==> src/rtl/core/haversine_distance_macros.svh <==
// Assertion macros shared by the haversine distance RTL.
// Depends on nothing; included by the top level.
`ifndef HAVERSINE_DISTANCE_MACROS_SVH
`define HAVERSINE_DISTANCE_MACROS_SVH
`define HD_ASSERT_IMPL(label, clk, rst_n, ante, cons, msg) \
	label: assert property (@(posedge clk) disable iff (!rst_n) (ante) |-> (cons)) \
		else $error(msg);
`define HD_ASSERT_NEXT(label, clk, rst_n, ante, cons, msg) \
	label: assert property (@(posedge clk) disable iff (!rst_n) (ante) |=> (cons)) \
		else $error(msg);
`endif

==> src/rtl/core/hvd_isqrt.sv <==
// Pipelined restoring integer square root, one result bit per stage.
// Depends on nothing beyond its parameters.
module hvd_isqrt #(
	parameter int InW = 62
) (
	input  logic                clk,
	input  logic [InW-1:0]      radicand,
	output logic [InW/2-1:0]    root
);
	localparam int Steps = InW / 2;
	logic [InW-1:0] rem_v  [0:Steps];
	logic [InW-1:0] val_v  [0:Steps];
	logic [Steps-1:0] res_v [0:Steps];
	assign rem_v[0] = '0;
	assign val_v[0] = radicand;
	assign res_v[0] = '0;
	for (genvar i = 0; i < Steps; i++) begin : g_st
		logic [InW+1:0] rem_sh, trial;
		always_comb begin
			rem_sh = {rem_v[i], val_v[i][InW-1 -: 2]};
			trial = (InW+2)'({res_v[i], 2'b01});
		end
		always_ff @(posedge clk) begin
			val_v[i+1] <= val_v[i] << 2;
			if (rem_sh >= trial) begin
				rem_v[i+1] <= InW'(rem_sh - trial);
				res_v[i+1] <= {res_v[i][Steps-2:0], 1'b1};
			end else begin
				rem_v[i+1] <= InW'(rem_sh);
				res_v[i+1] <= {res_v[i][Steps-2:0], 1'b0};
			end
		end
	end
	assign root = res_v[Steps];
endmodule

==> config.mk <==
export PLATFORM = sky130hd
export DESIGN_NAME = hvd_isqrt
export DESIGN_NICKNAME = d
export VERILOG_FILES = /design/src/rtl/core/haversine_distance_macros.svh /design/src/rtl/core/hvd_isqrt.sv
export SDC_FILE = /design/constraint.sdc
export NUM_CORES = 2
export LEC_CHECK = 0
export BUFFER_PORTS_ARGS = -buffer_cell sky130_fd_sc_hd__buf_2
export CAP_MARGIN = 30
export CORE_ASPECT_RATIO = 0.8
export CORE_UTILIZATION = 46
export DETAILED_ROUTE_END_ITERATION = 8
export HOLD_SLACK_MARGIN = 0.1
export MAX_ROUTING_LAYER = met4
export PLACE_DENSITY_LB_ADDON = 0.15
export RECOVER_POWER = 100
export SETUP_SLACK_MARGIN = 0.4
export SLEW_MARGIN = 30
export SYNTH_ARGS = -nofsm -noshare
export SYNTH_HDL_FRONTEND = slang
export SYNTH_SLANG_ARGS = --single-unit
export TNS_END_PERCENT = 5
==> constraint.sdc <==
create_clock -name clk -period 3.5 [get_ports clk]
set_input_delay 0.525 -clock clk [delete_from_list [all_inputs] [get_ports clk]]
set_output_delay 0.525 -clock clk [all_outputs]
set_load 0.005 [all_outputs]
==> summary by stage <==
Timing
The final number of hold-violating endpoints is 0. At the pin with the least slew margin, the transition time is 964 ps. The worst path needs 3420 ps of the cycle, external delays included.

The final critical-path setup slack is 82.2 ps. Setup violations remaining at the end of the flow were counted as 0. The final max-slew violation count is 0. The worst-case headroom to the max-slew limit is 34.0%. The fraction of the cycle the final worst path needs is 97.7%.

Final hold analysis gives a worst-case slack of 264 ps. Setup repair after global routing could not meet its margin everywhere. The highest clock frequency the design can meet is 293 MHz. Clock skew on the completed layout was measured at 51.0 ps.

Setup path
The type of the worst setup path is reg -> reg. The capturing element type of the critical path is a register. The worst endpoint data arrival time is ~4200 ps. STA classifies the critical path startpoint as a register. The worst reg-to-reg setup slack is 80 ps.

The capturing point of the worst reg2reg path is g_st[23].rem_sh[6]$_DFF_P_. Of all nets on the critical path, the largest fanout is 24. The startpoint identified for the worst register-to-register timing path is g_st[22].rem_sh[29]$_DFF_P_. The cell depth of the worst flop-to-flop path is 10. The required time at the endpoint of the critical path is 4280 ps.

Clock network
For this design, the sink count on the clock tree is between 3000 and 4000. The clock root buffer is sky130_fd_sc_hd__clkbuf_16. The longest clock path from root to sink contains 4 buffers. CTS built an H-tree with a depth of 5. The total CTS buffers is 316. TritonCTS built the clock tree. The clock-pin slew on the worst setup and hold paths is around 60 ps.

For the worst-skew pair, the clock arrives at the later sink with an insertion delay of between 800 and 900 ps.

Hold path
Counting instances, the worst hold path has a depth of 2. The tightest min-delay check is of the in -> reg type. The endpoint of the worst hold path is val_v[1905]$_DFF_P_.

The hold path startpoint is radicand[43].

GRT
The number of antenna violations at the first check in global routing is 12. Global routing used around a quarter of the available tracks. The maximum number of pins on one net before global-route repair is 63. The total global routing overflow is 0. The first global-routing pass estimated 523000 um of wire. The via count of the first global-routing pass is 90700.

Power
In this run, the combinational gates consume 16.5% of the power. The internal portion of the total power is 72.0 mW. Net switching is 29.6% of the power. The peak supply drop is around 0.42 mV. The share of total power in the clock network is 34.9%. The analysis attributes to cell leakage a power of 64.6 nW.

Total power for the finished layout comes to just over 100 mW. Of the total power, registers draw approximately half. For this design the total switching power over the nets is 30.2 mW. Dividing total power by cell area gives a power density of 688 mW/mm^2.

Synth
Among all flip-flop cells after synthesis, the most frequent one is sky130_fd_sc_hd__dfxtp_1. In this run the biggest area consumer among cell types represents 52.2% of the synthesized area. Counting instances in the post-synthesis netlist gives the leading cell types as 3179 x sky130_fd_sc_hd__dfxtp_1, 946 x sky130_fd_sc_hd__nor2_1, 869 x sky130_fd_sc_hd__nand2_1. Each instance of the synthesized netlist takes up on average slightly below 10 sq um.

The count of different cell masters after synthesis is 97. The sequential fraction of the synthesis area is 52.2%. Synthesis inferred 3179 register bits. sky130_fd_sc_hd__dfxtp_1 is the most common cell in the netlist. The synthesized design spends more area on one cell type than any other, namely sky130_fd_sc_hd__dfxtp_1. Summing every instance area after synthesis gives 0.122 sq mm. The share of async-settable or async-resettable flops after synthesis is 0%. Synthesis produced a netlist whose cell count is 12400. In the post-synthesis netlist, the biggest area contributors are sky130_fd_sc_hd__dfxtp_1 52%, sky130_fd_sc_hd__xor2_1 5.9%, sky130_fd_sc_hd__ha_1 5.4%, sky130_fd_sc_hd__xnor2_1 5.2%, sky130_fd_sc_hd__nor2_1 2.9%. The number of nets in the synthesized netlist is 13000. The number of flops mapped to enable cells by yosys is 0. The count of yosys warnings during synthesis is 0.

Placed design
The pre-CTS worst setup slack is -158 ps. The count of input and output buffers is 93. After detailed placement, the total cell area comes to ~0.13 sq mm.

Routability-driven placement finished with a final weighted congestion of 0.953. The HPWL after detailed placement is 264000 um.

Floorplan
The die is 462 um tall. The number of placed I/O pins is 94. The chip width is 577 um. The full die area is 0.267 sq mm. Once the floorplan was initialized, standard cells occupied 46.4% of the core. The cell row count is ~170. The placeable core area is 0.263 sq mm.

Final layout
The number of nets in the finished design is about 14000. The layout overhead on the synthesized area is 21.9%. The count of filler cells inserted in the layout is about 23000. The multi-input combinational cells in the finished layout cover a total of 0.0577 sq mm. Once layout is done, the placed cells without fillers occupy 0.149 sq mm. In the final layout, the share of cells above drive strength 1 is between 10% and 20%.

The storage element area is 0.0637 sq mm.

Routing
The DRC violations left is 0. The iteration-0 DRC count of the detailed router is 6582. In the routed layout, each cell is associated on average with a via count of ~5.3. In the final routed layout, each cell accounts on average for between 15 and 20 um.

The post-route antenna net violation count is 0. The number of vias in the routed layout is 92500. The detailed-route wire length is 341000 um. The pre-antenna-repair detailed-routing pass consisted of 5 iterations.

Run
The tool flagged a number of max-cap violations equal to 0.

Outcome
The run finished with clean final reports.
## layout by cell type, fill, tap and decap left out, drive strengths merged, types with 488 or more instances in the layout
| cell | count |
|---|---|
| ha | 529 |
| nor2 | 946 |
| dfxtp | 3179 |
| xnor2 | 729 |
| xor2 | 815 |
| clkbuf | 525 |
| nor3 | 488 |
| a21oi | 611 |
| o21ai | 493 |
| nand2 | 869 |
| buf | 994 |
| inv | 719 |
## stage by stage
step                      utilization [%]  instances  TNS (ps)
after floorplan                         -      12400         0
after CTS                            55.5      17300         0
after global placement               50.5      16600     -1420
after global routing                 56.5      17400     -12.7
final                                56.5      17400         0
after detailed placement             50.5      16600     -1920
## worst max path at each step
stage / from / cells past startpoint / slack (ps) / to
floorplan: g_st[6].rem_sh[50]$_DFF_P_ / 12 / 180 / g_st[7].rem_sh[19]$_DFF_P_
detailed placement: g_st[9].trial[5]$_DFF_P_ / 13 / -160 / g_st[10].rem_sh[50]$_DFF_P_
global route: g_st[27].trial[20]$_DFF_P_ / 13 / -10 / g_st[28].rem_sh[49]$_DFF_P_
CTS: g_st[6].rem_sh[49]$_DFF_P_ / 10 / 160 / g_st[7].rem_sh[47]$_DFF_P_
global placement: g_st[9].trial[5]$_DFF_P_ / 13 / -140 / g_st[10].rem_sh[50]$_DFF_P_
finish: g_st[22].rem_sh[29]$_DFF_P_ / 10 / 80 / g_st[23].rem_sh[6]$_DFF_P_
## routing by layer
layer	vias up	part of all wire (%)	GRT usage, %	wire length [um]
li1	45400	-	-	-
met1	44000	47	34.3	161000
met2	2439	45	40.0	154000
met3	596	4.8	3.13	16400
met4	0	3.0	7.14	10200
met5	-	0	-	0
## timing repair
| item | 4_1_cts | 5_1_grt |
|---|---|---|
| setup buffers | 44 | 79 |
| hold buffers | 63 | 0 |
| gates resized for setup | 280 | 545 |
| endpoints found under the hold margin | 63 | 0 |
| setup endpoints to repair | 1153 | 1367 |
| pin swaps | 61 | 157 |
| gates cloned | 3 | 11 |
## worst max-delay path, cell delays in order (launching register included)
cell                       delay (ps)
sky130_fd_sc_hd__dfxtp_1          340
sky130_fd_sc_hd__or4_4            560
sky130_fd_sc_hd__or3_4            340
sky130_fd_sc_hd__or3_4            380
sky130_fd_sc_hd__nor4_1           520
sky130_fd_sc_hd__and4b_1          330
sky130_fd_sc_hd__buf_6            140
sky130_fd_sc_hd__buf_8            150
sky130_fd_sc_hd__buf_4            280
sky130_fd_sc_hd__a211oi_1          90
sky130_fd_sc_hd__a21o_1           180
## final cells by class
type	instances	share of cell area (%)
Timing Repair inverter	3	0.0135
Clock buffer	421	6.02
Tap cell	3485	2.94
Multi-Input combinational cell	8265	38.9
Timing Repair Buffer	1162	6.11
Inverter	700	1.78
Clock inverter	138	1.40
Antenna cell	8	0.0135
Sequential cell	3179	42.9
## power by group through the flow
stage,combinational [mW],sequential [mW],clock [mW]
2_1_floorplan,10.7,47.3,0
3_3_place_gp,15.7,50.1,0
3_5_place_dp,15.8,50.1,0
4_1_cts,16.3,49.5,36.5
5_1_grt,18.5,50.4,38.1
6_report,16.9,49.7,35.7
## registers in the layout, summed over array words and instances (netlist names)
signal	count
g_st.trial	465
val_v	870
g_st.rem_sh	1813
root	31
## cells by family after synthesis
family                     synth area share (%)
xor gates and xnor gates                   11.1
buffers and inverters                      3.01
other                                   0.00308
DFF                                        52.2
adders and majority gates                  5.43
and+or+nand+nor                            17.6
muxes                                     0.470
AOI/OAI and AO/OA                          10.1
Power figures use the tool's default switching activity.
